<file path="config.mk">
export PLATFORM = sky130hd
export DESIGN_NAME = axis_gather_scatter_address_gen_unit_flat
export DESIGN_NICKNAME = d
export VERILOG_FILES = /design/src/design/agsa_pkg.sv /design/src/design/agsa_if.sv /design/src/design/agsa_cfg.sv /design/src/design/agsa_walk.sv /design/src/design/agsa_out.sv /design/src/design/axis_gather_scatter_address_gen_unit.sv /design/src/flat_wrapper.sv
export SDC_FILE = /design/constraint.sdc
export NUM_CORES = 2
export LEC_CHECK = 0
export ABC_AREA = 1
export BUFFER_PORTS_ARGS = -buffer_cell sky130_fd_sc_hd__buf_2
export CAP_MARGIN = 30
export CORE_MARGIN = 1
export CORE_UTILIZATION = 35
export DETAILED_ROUTE_END_ITERATION = 12
export SLEW_MARGIN = 20
export SYNTH_ARGS = -nofsm -noshare
export SYNTH_HDL_FRONTEND = slang
export SYNTH_SLANG_ARGS = --single-unit
</file>
<file path="constraint.sdc">
create_clock -name clk -period 10.5 [get_ports clk]
set_clock_uncertainty 0.2 [all_clocks]
set_input_delay 0 -clock clk [delete_from_list [all_inputs] [get_ports clk]]
set_output_delay 0 -clock clk [all_outputs]
set_load 0.05 [all_outputs]
</file>
<file path="src/design/agsa_pkg.sv">
package agsa_pkg;

  localparam int MAX_RANK   = 4;
  localparam int DIM_WIDTH  = 10;
  localparam int ADDR_WIDTH = 40;

  // register field widths
  localparam int RANK_W    = 3;
  localparam int AXIS_W    = 2;
  localparam int DIM_REG_W = 11;

  // derived widths
  localparam int LEN_W      = DIM_WIDTH + 1;
  localparam int ER_W       = $clog2(MAX_RANK + 1);
  localparam int DIM_IDX_W  = $clog2(MAX_RANK);
  localparam int NUM_LEVELS = MAX_RANK - 1;
  localparam int LVL_W      = (NUM_LEVELS > 1) ? $clog2(NUM_LEVELS) : 1;
  localparam int CFG_IDX_W  = $clog2(3 + MAX_RANK);
  localparam int CFG_DATA_W = DIM_REG_W;

  // register indexes
  localparam logic [CFG_IDX_W-1:0] REG_RANK     = CFG_IDX_W'(0);
  localparam logic [CFG_IDX_W-1:0] REG_AXIS     = CFG_IDX_W'(1);
  localparam logic [CFG_IDX_W-1:0] REG_MODE     = CFG_IDX_W'(2);
  localparam logic [CFG_IDX_W-1:0] REG_DIM0     = CFG_IDX_W'(3);
  localparam logic [CFG_IDX_W-1:0] REG_DIM_LAST = CFG_IDX_W'(3 + MAX_RANK - 1);

  typedef struct packed {
    logic                                   busy;
    logic                                   restart;
    logic                                   scatter;
    logic [LEN_W-1:0]                       axis_len;
    logic [ADDR_WIDTH-1:0]                  axis_stride;
    logic [NUM_LEVELS-1:0]                  level_on;
    logic [NUM_LEVELS-1:0][LEN_W-1:0]       level_len;
    logic [NUM_LEVELS-1:0][ADDR_WIDTH-1:0]  level_stride;
  } cfg_t;

  typedef struct packed {
    logic [ADDR_WIDTH-1:0] offset;
    logic [ADDR_WIDTH-1:0] linear;
    logic                  last;
  } walk_t;

  function automatic logic [ER_W-1:0] eff_rank(logic [RANK_W-1:0] r);
    if (int'(r) < 2) return ER_W'(2);
    if (int'(r) > MAX_RANK) return ER_W'(MAX_RANK);
    return ER_W'(r);
  endfunction

  function automatic logic [DIM_IDX_W-1:0] eff_axis(logic [AXIS_W-1:0] a,
                                                    logic [ER_W-1:0] er);
    if (int'(a) >= int'(er) - 1) return DIM_IDX_W'(int'(er) - 2);
    return DIM_IDX_W'(a);
  endfunction

  function automatic logic [LEN_W-1:0] eff_len(logic [DIM_REG_W-1:0] d);
    if (d == '0) return LEN_W'(1);
    if (int'(d) > (1 << DIM_WIDTH)) return LEN_W'(1 << DIM_WIDTH);
    return LEN_W'(d);
  endfunction

endpackage

</file>
<file path="src/design/agsa_if.sv">
interface agsa_req_if;
  logic                              valid;
  logic                              ready;
  logic [agsa_pkg::ADDR_WIDTH-1:0]   batch_base;

  modport source(output valid, output batch_base, input ready);
  modport sink(input valid, input batch_base, output ready);
endinterface

interface agsa_rsp_if;
  logic                              valid;
  logic                              ready;
  logic [agsa_pkg::ADDR_WIDTH-1:0]   read_address;
  logic [agsa_pkg::ADDR_WIDTH-1:0]   write_address;
  logic                              last;

  modport source(output valid, output read_address, output write_address, output last,
                 input ready);
  modport sink(input valid, input read_address, input write_address, input last,
               output ready);
endinterface

</file>
<file path="src/design/agsa_cfg.sv">
module agsa_cfg (
  input  logic                               clk,
  input  logic                               rst,
  input  logic                               cfg_wr_en,
  input  logic [agsa_pkg::CFG_IDX_W-1:0]     cfg_index,
  input  logic [agsa_pkg::CFG_DATA_W-1:0]    cfg_data,
  output agsa_pkg::cfg_t                     cfg
);

  logic [agsa_pkg::RANK_W-1:0]     rank;
  logic [agsa_pkg::AXIS_W-1:0]     axis_select;
  logic                            scatter_mode;
  logic [agsa_pkg::DIM_REG_W-1:0]  dim_reg [agsa_pkg::MAX_RANK];

  logic                            busy;
  logic                            load;
  logic [agsa_pkg::DIM_IDX_W-1:0]  seq_idx;
  logic [agsa_pkg::ADDR_WIDTH-1:0] cur_stride;
  logic [agsa_pkg::ADDR_WIDTH-1:0] axis_stride;
  logic [agsa_pkg::ADDR_WIDTH-1:0] level_stride [agsa_pkg::NUM_LEVELS];

  logic [agsa_pkg::ER_W-1:0]       er;
  logic [agsa_pkg::DIM_IDX_W-1:0]  ax;
  logic                            restart;
  logic                            at_top;
  logic [agsa_pkg::DIM_IDX_W-1:0]  next_idx;
  logic [agsa_pkg::LEN_W-1:0]      next_len;
  logic [agsa_pkg::ADDR_WIDTH+agsa_pkg::LEN_W-1:0] prod;
  logic [agsa_pkg::ADDR_WIDTH-1:0] stride_new;
  logic [agsa_pkg::LVL_W-1:0]      store_lvl;

  assign er      = agsa_pkg::eff_rank(rank);
  assign ax      = agsa_pkg::eff_axis(axis_select, er);
  assign restart = cfg_wr_en && (cfg_index <= agsa_pkg::REG_DIM_LAST);

  // stride chain, innermost dimension first, one multiply per cycle
  assign at_top     = (agsa_pkg::ER_W'(seq_idx) == er - agsa_pkg::ER_W'(1));
  assign next_idx   = seq_idx + agsa_pkg::DIM_IDX_W'(1);
  assign next_len   = agsa_pkg::eff_len(dim_reg[next_idx]);
  assign prod       = cur_stride * next_len;
  assign stride_new = at_top ? agsa_pkg::ADDR_WIDTH'(1) : prod[agsa_pkg::ADDR_WIDTH-1:0];
  assign store_lvl  = (seq_idx < ax) ? agsa_pkg::LVL_W'(seq_idx)
                                     : agsa_pkg::LVL_W'(seq_idx - agsa_pkg::DIM_IDX_W'(1));

  always_ff @(posedge clk) begin
    if (rst) begin
      rank         <= agsa_pkg::RANK_W'(2);
      axis_select  <= '0;
      scatter_mode <= 1'b0;
      for (int k = 0; k < agsa_pkg::MAX_RANK; k++) begin
        dim_reg[k] <= agsa_pkg::DIM_REG_W'(1);
      end
      busy    <= 1'b1;
      load    <= 1'b1;
      seq_idx <= '0;
    end else begin
      if (cfg_wr_en) begin
        case (cfg_index)
          agsa_pkg::REG_RANK: rank         <= cfg_data[agsa_pkg::RANK_W-1:0];
          agsa_pkg::REG_AXIS: axis_select  <= cfg_data[agsa_pkg::AXIS_W-1:0];
          agsa_pkg::REG_MODE: scatter_mode <= cfg_data[0];
          default: begin
            if (restart) begin
              dim_reg[agsa_pkg::DIM_IDX_W'(cfg_index - agsa_pkg::REG_DIM0)] <= cfg_data;
            end
          end
        endcase
      end
      if (restart) begin
        busy <= 1'b1;
        load <= 1'b1;
      end else if (busy) begin
        if (load) begin
          load    <= 1'b0;
          seq_idx <= agsa_pkg::DIM_IDX_W'(er - agsa_pkg::ER_W'(1));
        end else if (seq_idx == '0) begin
          busy <= 1'b0;
        end else begin
          seq_idx <= seq_idx - agsa_pkg::DIM_IDX_W'(1);
        end
      end
    end
  end

  always_ff @(posedge clk) begin
    if (busy && !load && !restart) begin
      cur_stride <= stride_new;
      if (seq_idx == ax) begin
        axis_stride <= stride_new;
      end else begin
        level_stride[store_lvl] <= stride_new;
      end
    end
  end

  always_comb begin
    cfg.busy        = busy;
    cfg.restart     = restart;
    cfg.scatter     = scatter_mode;
    cfg.axis_len    = agsa_pkg::eff_len(dim_reg[ax]);
    cfg.axis_stride = axis_stride;
    for (int j = 0; j < agsa_pkg::NUM_LEVELS; j++) begin
      cfg.level_on[j]     = (j + 1 < int'(er));
      cfg.level_len[j]    = (j < int'(ax)) ? agsa_pkg::eff_len(dim_reg[j])
                                           : agsa_pkg::eff_len(dim_reg[j+1]);
      cfg.level_stride[j] = level_stride[j];
    end
  end

endmodule

</file>
<file path="src/design/agsa_walk.sv">
module agsa_walk (
  input  logic            clk,
  input  logic            rst,
  input  agsa_pkg::cfg_t  cfg,
  input  logic            step,
  output agsa_pkg::walk_t walk
);

  logic [agsa_pkg::DIM_WIDTH-1:0]  pos  [agsa_pkg::NUM_LEVELS];
  logic [agsa_pkg::ADDR_WIDTH-1:0] base [agsa_pkg::NUM_LEVELS];
  logic [agsa_pkg::DIM_WIDTH-1:0]  inner;
  logic [agsa_pkg::ADDR_WIDTH-1:0] linear;
  logic [agsa_pkg::ADDR_WIDTH-1:0] offset;

  logic                            inner_end;
  logic [agsa_pkg::NUM_LEVELS-1:0] level_end;
  logic                            last;
  logic [agsa_pkg::LVL_W-1:0]      k;
  logic [agsa_pkg::ADDR_WIDTH-1:0] kbase;
  logic [agsa_pkg::ADDR_WIDTH-1:0] kstride;
  logic [agsa_pkg::ADDR_WIDTH-1:0] sum;

  assign inner_end = (agsa_pkg::LEN_W'(inner) + agsa_pkg::LEN_W'(1)) >= cfg.axis_len;

  // deepest odometer level that can still advance, and its running base
  always_comb begin
    k       = '0;
    kbase   = '0;
    kstride = '0;
    for (int j = 0; j < agsa_pkg::NUM_LEVELS; j++) begin
      level_end[j] = !cfg.level_on[j] ||
                     ((agsa_pkg::LEN_W'(pos[j]) + agsa_pkg::LEN_W'(1)) >= cfg.level_len[j]);
      if (!level_end[j]) begin
        k       = agsa_pkg::LVL_W'(j);
        kbase   = base[j];
        kstride = cfg.level_stride[j];
      end
    end
  end

  assign last = inner_end && (&level_end);
  assign sum  = inner_end ? (kbase + kstride) : (offset + cfg.axis_stride);

  always_ff @(posedge clk) begin
    if (rst || cfg.restart || (step && last)) begin
      inner  <= '0;
      linear <= '0;
      offset <= '0;
      for (int j = 0; j < agsa_pkg::NUM_LEVELS; j++) begin
        pos[j]  <= '0;
        base[j] <= '0;
      end
    end else if (step) begin
      linear <= linear + agsa_pkg::ADDR_WIDTH'(1);
      offset <= sum;
      if (!inner_end) begin
        inner <= inner + agsa_pkg::DIM_WIDTH'(1);
      end else begin
        inner <= '0;
        for (int j = 0; j < agsa_pkg::NUM_LEVELS; j++) begin
          if (agsa_pkg::LVL_W'(j) == k) begin
            pos[j]  <= pos[j] + agsa_pkg::DIM_WIDTH'(1);
            base[j] <= sum;
          end else if (agsa_pkg::LVL_W'(j) > k) begin
            pos[j]  <= '0;
            base[j] <= sum;
          end
        end
      end
    end
  end

  assign walk.offset = offset;
  assign walk.linear = linear;
  assign walk.last   = last;

endmodule

</file>
<file path="src/design/agsa_out.sv">
module agsa_out (
  input  logic                clk,
  input  logic                rst,
  input  agsa_pkg::cfg_t      cfg,
  input  agsa_pkg::walk_t     walk,
  output logic                step,
  agsa_req_if.sink            req,
  agsa_rsp_if.source          rsp
);

  logic [agsa_pkg::ADDR_WIDTH-1:0] strided;

  assign req.ready = !cfg.busy && (!rsp.valid || rsp.ready);
  assign step      = req.valid && req.ready;
  assign strided   = req.batch_base + walk.offset;

  always_ff @(posedge clk) begin
    if (rst) begin
      rsp.valid <= 1'b0;
    end else if (step) begin
      rsp.valid <= 1'b1;
    end else if (rsp.ready) begin
      rsp.valid <= 1'b0;
    end
  end

  always_ff @(posedge clk) begin
    if (step) begin
      rsp.read_address  <= cfg.scatter ? walk.linear : strided;
      rsp.write_address <= cfg.scatter ? strided : walk.linear;
      rsp.last          <= walk.last;
    end
  end

endmodule

</file>
<file path="src/design/axis_gather_scatter_address_gen_unit.sv">
// Strided gather / scatter address generator.
// req  : one transfer per address pair wanted; carries batch_base, the element
//        offset of the current array in the batch.
// rsp  : read_address / write_address pair plus last, set on the final pair of
//        a full sweep over the array, after which the counters restart.
// cfg  : write-only port (cfg_wr_en, cfg_index, cfg_data). Index 0 rank,
//        1 axis_select, 2 scatter_mode, 3..6 dimension lengths. A write to
//        index 0..6 restarts the sweep and rebuilds the stride table.
// Output: the pair for an accepted req transfer is registered into rsp.
// Throughput: one pair per clock when rsp is ready; the odometer update is a
// single add per cycle, so a new req is taken while the previous pair is taken.
// Stride rebuild: after reset or a write, req.ready stays low while one
// multiplier walks the strides from the innermost dimension.
// Stall: if rsp is held, the pair waits in the output register and req.ready
// drops until it is taken; nothing is lost or repeated.
// Reset: rst (synchronous) restores rank 2, axis 0, gather, all lengths 1.
module axis_gather_scatter_address_gen_unit (
  input  logic                               clk,
  input  logic                               rst,
  input  logic                               cfg_wr_en,
  input  logic [agsa_pkg::CFG_IDX_W-1:0]     cfg_index,
  input  logic [agsa_pkg::CFG_DATA_W-1:0]    cfg_data,
  agsa_req_if.sink                           req,
  agsa_rsp_if.source                         rsp
);

  agsa_pkg::cfg_t  cfg;
  agsa_pkg::walk_t walk;
  logic            step;

  // config registers and stride table sequencer
  agsa_cfg u_cfg (
    .clk       (clk),
    .rst       (rst),
    .cfg_wr_en (cfg_wr_en),
    .cfg_index (cfg_index),
    .cfg_data  (cfg_data),
    .cfg       (cfg)
  );

  // inner counter, odometer and running strided offset
  agsa_walk u_walk (
    .clk  (clk),
    .rst  (rst),
    .cfg  (cfg),
    .step (step),
    .walk (walk)
  );

  // handshake, batch base add, output register
  agsa_out u_out (
    .clk  (clk),
    .rst  (rst),
    .cfg  (cfg),
    .walk (walk),
    .step (step),
    .req  (req),
    .rsp  (rsp)
  );

endmodule

</file>
<file path="src/flat_wrapper.sv">
// flat-port wrapper written by rule: the top's interface ports become plain ports
module axis_gather_scatter_address_gen_unit_flat 
  (clk, rst, cfg_wr_en, cfg_index, cfg_data, req_valid, req_batch_base, req_ready, rsp_valid, rsp_read_address, rsp_write_address, rsp_last, rsp_ready);
  agsa_req_if req_i ();
  agsa_rsp_if rsp_i ();
  input  logic clk;
  input  logic rst;
  input  logic cfg_wr_en;
  input  logic [agsa_pkg::CFG_IDX_W-1:0] cfg_index;
  input  logic [agsa_pkg::CFG_DATA_W-1:0] cfg_data;
  input wire logic [$bits(req_i.valid)-1:0] req_valid;
  input wire logic [$bits(req_i.batch_base)-1:0] req_batch_base;
  output wire logic [$bits(req_i.ready)-1:0] req_ready;
  output wire logic [$bits(rsp_i.valid)-1:0] rsp_valid;
  output wire logic [$bits(rsp_i.read_address)-1:0] rsp_read_address;
  output wire logic [$bits(rsp_i.write_address)-1:0] rsp_write_address;
  output wire logic [$bits(rsp_i.last)-1:0] rsp_last;
  input wire logic [$bits(rsp_i.ready)-1:0] rsp_ready;
  assign req_i.valid = req_valid;
  assign req_i.batch_base = req_batch_base;
  assign req_ready = req_i.ready;
  assign rsp_valid = rsp_i.valid;
  assign rsp_read_address = rsp_i.read_address;
  assign rsp_write_address = rsp_i.write_address;
  assign rsp_last = rsp_i.last;
  assign rsp_i.ready = rsp_ready;
  axis_gather_scatter_address_gen_unit u_core (.clk(clk), .rst(rst), .cfg_wr_en(cfg_wr_en), .cfg_index(cfg_index), .cfg_data(cfg_data), .req(req_i), .rsp(rsp_i));
endmodule
</file>
# Yosys cells after proc, flatten, opt, wreduce, memory -nomap -nowiden
# Memories as Yosys holds them, arrays and structs flattened.
# Index checks and enable logic that the tools add are counted.
dict set report classes {
  muxes 136
  multipliers 1
  order_cmp 24
  n_addsub 18
  bitwise 13
  n_eq_ne 7
  reduce_logical 39
}
# op count
set op_table {}
lappend op_table {{two-way mux 40 bit} 16}
lappend op_table {{two-way mux 11 bit} 28}
lappend op_table {{adder 40 bit} 3}
lappend op_table {{two-way mux 1 bit} 74}
lappend op_table {{two-way mux 10 bit} 7}
lappend op_table {{> comparator 11 bit, second input constant} 6}
lappend op_table {{zero test 11 bit} 6}
lappend op_table {{adder 10 x 1 -> 11 bit, second input constant} 4}
lappend op_table {{greater-or-equal comparator 11 bit} 4}
lappend op_table {{adder 10 x 1 -> 10 bit, second input constant} 4}
lappend op_table {{adder 40 x 1 -> 40 bit, second input constant} 1}
lappend op_table {{multiplier 40 x 11 -> 40 bit} 1}
lappend op_table {{two-way mux 2 bit} 7}
lappend op_table {{two-way mux 3 bit} 4}
lappend op_table {{OR 1 bit} 12}
lappend op_table {{OR reduction 11 bit} 1}
lappend op_table {{AND reduction 2 bit} 4}
lappend op_table {{logical AND 1 bit} 7}
lappend op_table {{zero test 1 bit} 7}
lappend op_table {{logical OR 1 bit} 6}
lappend op_table {{less-than comparator 2 x 3 -> 1 bit, first input constant} 2}
lappend op_table {{AND reduction 3 bit} 2}
lappend op_table {{greater-or-equal comparator 3 x 4 -> 1 bit} 1}
lappend op_table {{> comparator 1 x 2 -> 1 bit, first input constant} 2}
lappend op_table {{other kinds (26)} 29}
dict set report word_totals {
  register_bits 262
  mem_count 4
  ram_bits 314
}
# name words width rd rd_clocked_by_memory_dff write_ports line_no
set memory_table {}
lappend memory_table {u_core.u_cfg.level_stride 3 40 3 0 1 agsa_cfg.sv:20} ;# logic [agsa_pkg::ADDR_WIDTH-1:0] level_stride [agsa_pkg::NUM_LEVELS];
lappend memory_table {u_core.u_walk.base 3 40 3 0 3 agsa_walk.sv:10} ;# logic [agsa_pkg::ADDR_WIDTH-1:0] base [agsa_pkg::NUM_LEVELS];
lappend memory_table {u_core.u_cfg.dim_reg 4 11 6 0 4 agsa_cfg.sv:13} ;# logic [agsa_pkg::DIM_REG_W-1:0] dim_reg [agsa_pkg::MAX_RANK];
lappend memory_table {u_core.u_walk.pos 3 10 3 0 3 agsa_walk.sv:9} ;# logic [agsa_pkg::DIM_WIDTH-1:0] pos [agsa_pkg::NUM_LEVELS];

# Logic depth before layout (Yosys ltp)
dict set report logic_depth {
  depth_word 23
  mapped_depth 46
}

# Modules after synthesis
# A second synthesis with hierarchy kept.
dict set report hier_totals {
  hier_cells 5657
  hier_area_um2 45403.5
}
# module cells_each instances area_each_um2
set modules_own_cells {}
lappend modules_own_cells {agsa_cfg 2273 1 21320.4}
lappend modules_own_cells {agsa_walk 2475 1 17659.4}
lappend modules_own_cells {agsa_out 909 1 6423.7}

# Worst setup path after synthesis
# OpenSTA, ideal clock, no wires.
dict set report synth_timing {
  path_kind {reg-to-reg}
  startpoint {reg u_core.u_cfg.rank[2] (netlist name)}
  endpoint {mem u_core.u_walk.base[0][0] (netlist name), enable pin}
  arrival_time_ns 7.829
  slack_ns 1.944
  path_stages_with_launch 30
  period_less_slack_ns 8.556
  setup_time_ns 0.527
  path_cell_list {dfxtp_1 inv_1 nand3_2 ha_1 ha_1 a21oi_1 nor2_2 inv_1 o21ai_2 inv_2 clkbuf_1 a31oi_1 inv_1 nor4_1 nand3_1 nand2_2 nand2_1 ha_1 a21oi_1 o21ai_0 a221oi_1 nand2_1 inv_1 nor2_1 nand2_1 nand2_1 inv_2 buf_2 nand2_1 o21ai_0}
}
# element line_no
set synth_lines {}
lappend synth_lines {{from (decl)} agsa_cfg.sv:10} ;# logic [agsa_pkg::RANK_W-1:0] rank;
lappend synth_lines {{from (signal assigned)} agsa_cfg.sv:47} ;# rank <= agsa_pkg::RANK_W'(2);
lappend synth_lines {{from (signal assigned)} agsa_cfg.sv:59} ;# agsa_pkg::REG_RANK: rank <= cfg_data[agsa_pkg::RANK_W-1:0];
lappend synth_lines {{to (decl)} agsa_walk.sv:10}

==> run summary <==
Slew HR = 0.447
most numerous cell on the critical path = nand2_1
share of cells above drive strength 1 = 0.0720
CP arrival = 9110 ps
post-synthesis cell type with the largest combined area = edfxtp_1
die area = 0.125 mm²
share of the synthesized area in the top cell type = 0.324
Worst Max-Slew Pin Slew = 829 ps
Post-synth ARST share = 0
first-pass GRT wire length = 211000 µm
fin crit period = 8950 ps
crit start category = flop
# Post-CTS Setup Buffers = 0
Peak Freq = 112 MHz
DRT Pass-1 Iters = 8
Worst-path clk slew = 70 ps
clk_lat worst skew = 670 ps
hold slack = 30.7 ps
Setup-failing EPs final = 0
Tightest Hold Check Type = input pin to flop
mean post-synth cell area = 8.50 µm²
library cells used by synthesis = 57
synthesized area = 0.0431 mm²
delay-heaviest family, CP = simple AND/OR/NAND/NOR gates
Rows = 128
main combinational cell family by area after synthesis = adder cells
Seq/Total Area, Yosys = 0.375
final core occ = 0.398
GR Util All Layers = 0.218
CTS sink cnt = 576
# nets final = 5825
Post-synth EDFFs = 465
GPL Wtd Cong = 0.987
initial antenna violation count = 1
post-synth net total = 5664
number of antenna diodes = 0
Port Buffers = 141
via count = 36348
Hold Fails Final Rpt = 0
Synth Area in Compound Gates = 0.132
H-tree depth = 2
Yosys reg bits = 576
Initial Util = 0.354
mux cell area share after synthesis = 0.000232
Crit-path slowest cell = dfxtp_1
Syn. warnings = 0
top cells by area, synth = edfxtp_1 32%, fa_1 14%, nand2_1 8.0%
CTS Buf Count = 60
CTS tree = built
most frequent cells in the layout = 913 x nand2_1, 666 x nor2_1, 652 x inv_1, 465 x edfxtp_1, 425 x a21oi_1
peak per-stage delay on the critical path = 580 ps
RSZ-0062 raised after global routing = false
crit path kind = flop to flop
clk root buf = clkbuf_16
die width = 353 µm
largest net degree at the start of global routing = 82
DR vias/cell = 5.26
Die Height = 353 µm
grt ovf = 0
Synth Area in Simple Gates = 0.189
post-synthesis adder-cell area fraction = 0.204
fin crit share = 0.853
TNS Setup = 0 ps
outcome = completed
P&R area growth vs syn = 12.6%
max-slew violation count = 0
CTS max path bufs = 3
HPWL Detailed = 107000 µm
Main synth FF type = edfxtp_1
DR iter-0 viols = 3067
fill count = 12344
Core Region = 0.122 mm²
max cap viols = 0
DRC violations left = 0
routed wire length per instance = 20.1 µm
XOR/XNOR Fraction of Synth Area = 0.0250
Buf/Inv on CP = 7
vias in the first global route = 35824
Final ANT Viol Nets = 0
Routed WL = 139000 µm
largest fanout on the critical path = 31
most common cell after layout, fill and taps aside = nand2_1
Req. time, crit path = 10660 ps
Syn Inst Count = 5078
I/O pin cnt = 142
Crit. End Element = flop
R2R setup slack = 1550 ps
==> worst paths after layout <==
kind | startpoint | to | cells past startpoint
worst min register to register | u_core.u_walk.inner[9] | u_core.u_walk.inner[9] | 2
worst min-delay path | rsp_ready | u_core.u_out.rsp.valid | 5
worst max-delay path | u_core.u_cfg.rank[2] | u_core.u_walk.base[0][30] | 39
worst max register to register | u_core.u_cfg.rank[2] | u_core.u_walk.base[0][30] | 39
==> cells in the mapped netlist, types with 13 or more instances <==
library cell and instances:
o21a_1 16, dfxtp_1 111, o21ai_0 320, o211ai_1 17, o22ai_1 78, a31oi_1 70, xor2_1 86, clkbuf_1 107
nand3_1 191, ha_1 233, nand4_1 46, xnor2_1 37, nor4_1 28, buf_2 20, or2_2 36, nor2_1 672
inv_1 653, a21oi_1 425, a22oi_1 13, o21bai_1 16, fa_1 294, edfxtp_1 465, nor3_1 53, nand2_1 917
buf_1 44
==> cell type report <==
type                            count  area [µm²]  share of cell area
Multi-Input combinational cell   3661       23800               0.491
Clock inverter                     38         442             0.00909
Sequential cell                   576       16200               0.333
Tap cell                         1625        2030              0.0418
Clock buffer                       76        1640              0.0338
Inverter                          667        2510              0.0516
Timing Repair Buffer              273        1940              0.0400
==> cell families after synthesis <==
family | after synthesis
xor+xnor | 123
fa+ha+maj | 527
simple gates | 1983
compound gates | 1027
buf+inv | 841
mux | 1
flops | 576
==> what timing repair did <==
item | CTS | global route
resized for setup | 0 | 0
endpoints found under the hold margin | 170 | 0
hold buffers | 76 | 0
==> layer usage <==
layer	GRT usage	vias to the layer above	wire, µm
met5	0	-	0
met2	0.365	1164	65000
met1	0.302	17668	62100
met3	0.0196	203	7920
met4	0.0581	0	3720
li1	-	17313	-
==> worst reg2reg max path: cells and delay by family, from the launching register on <==
kind,cells,cell delay [ps]
simple gates,16,2520
compound gates,12,2490
buf+inv,7,1600
fa+ha+maj,4,1280
flops,1,580
==> stage by stage <==
stage	cell area, µm²	cells	worst slack, ps
finish	48600	6916	1550
global placement	45700	6725	1870
floorplan	43100	5078	1940
CTS	48600	6916	1730
global route	48600	6916	998
detailed placement	45800	6726	1790
Power is not shown: default switching activity piles up to over one toggle a cycle in this logic, so the estimate is an artifact.
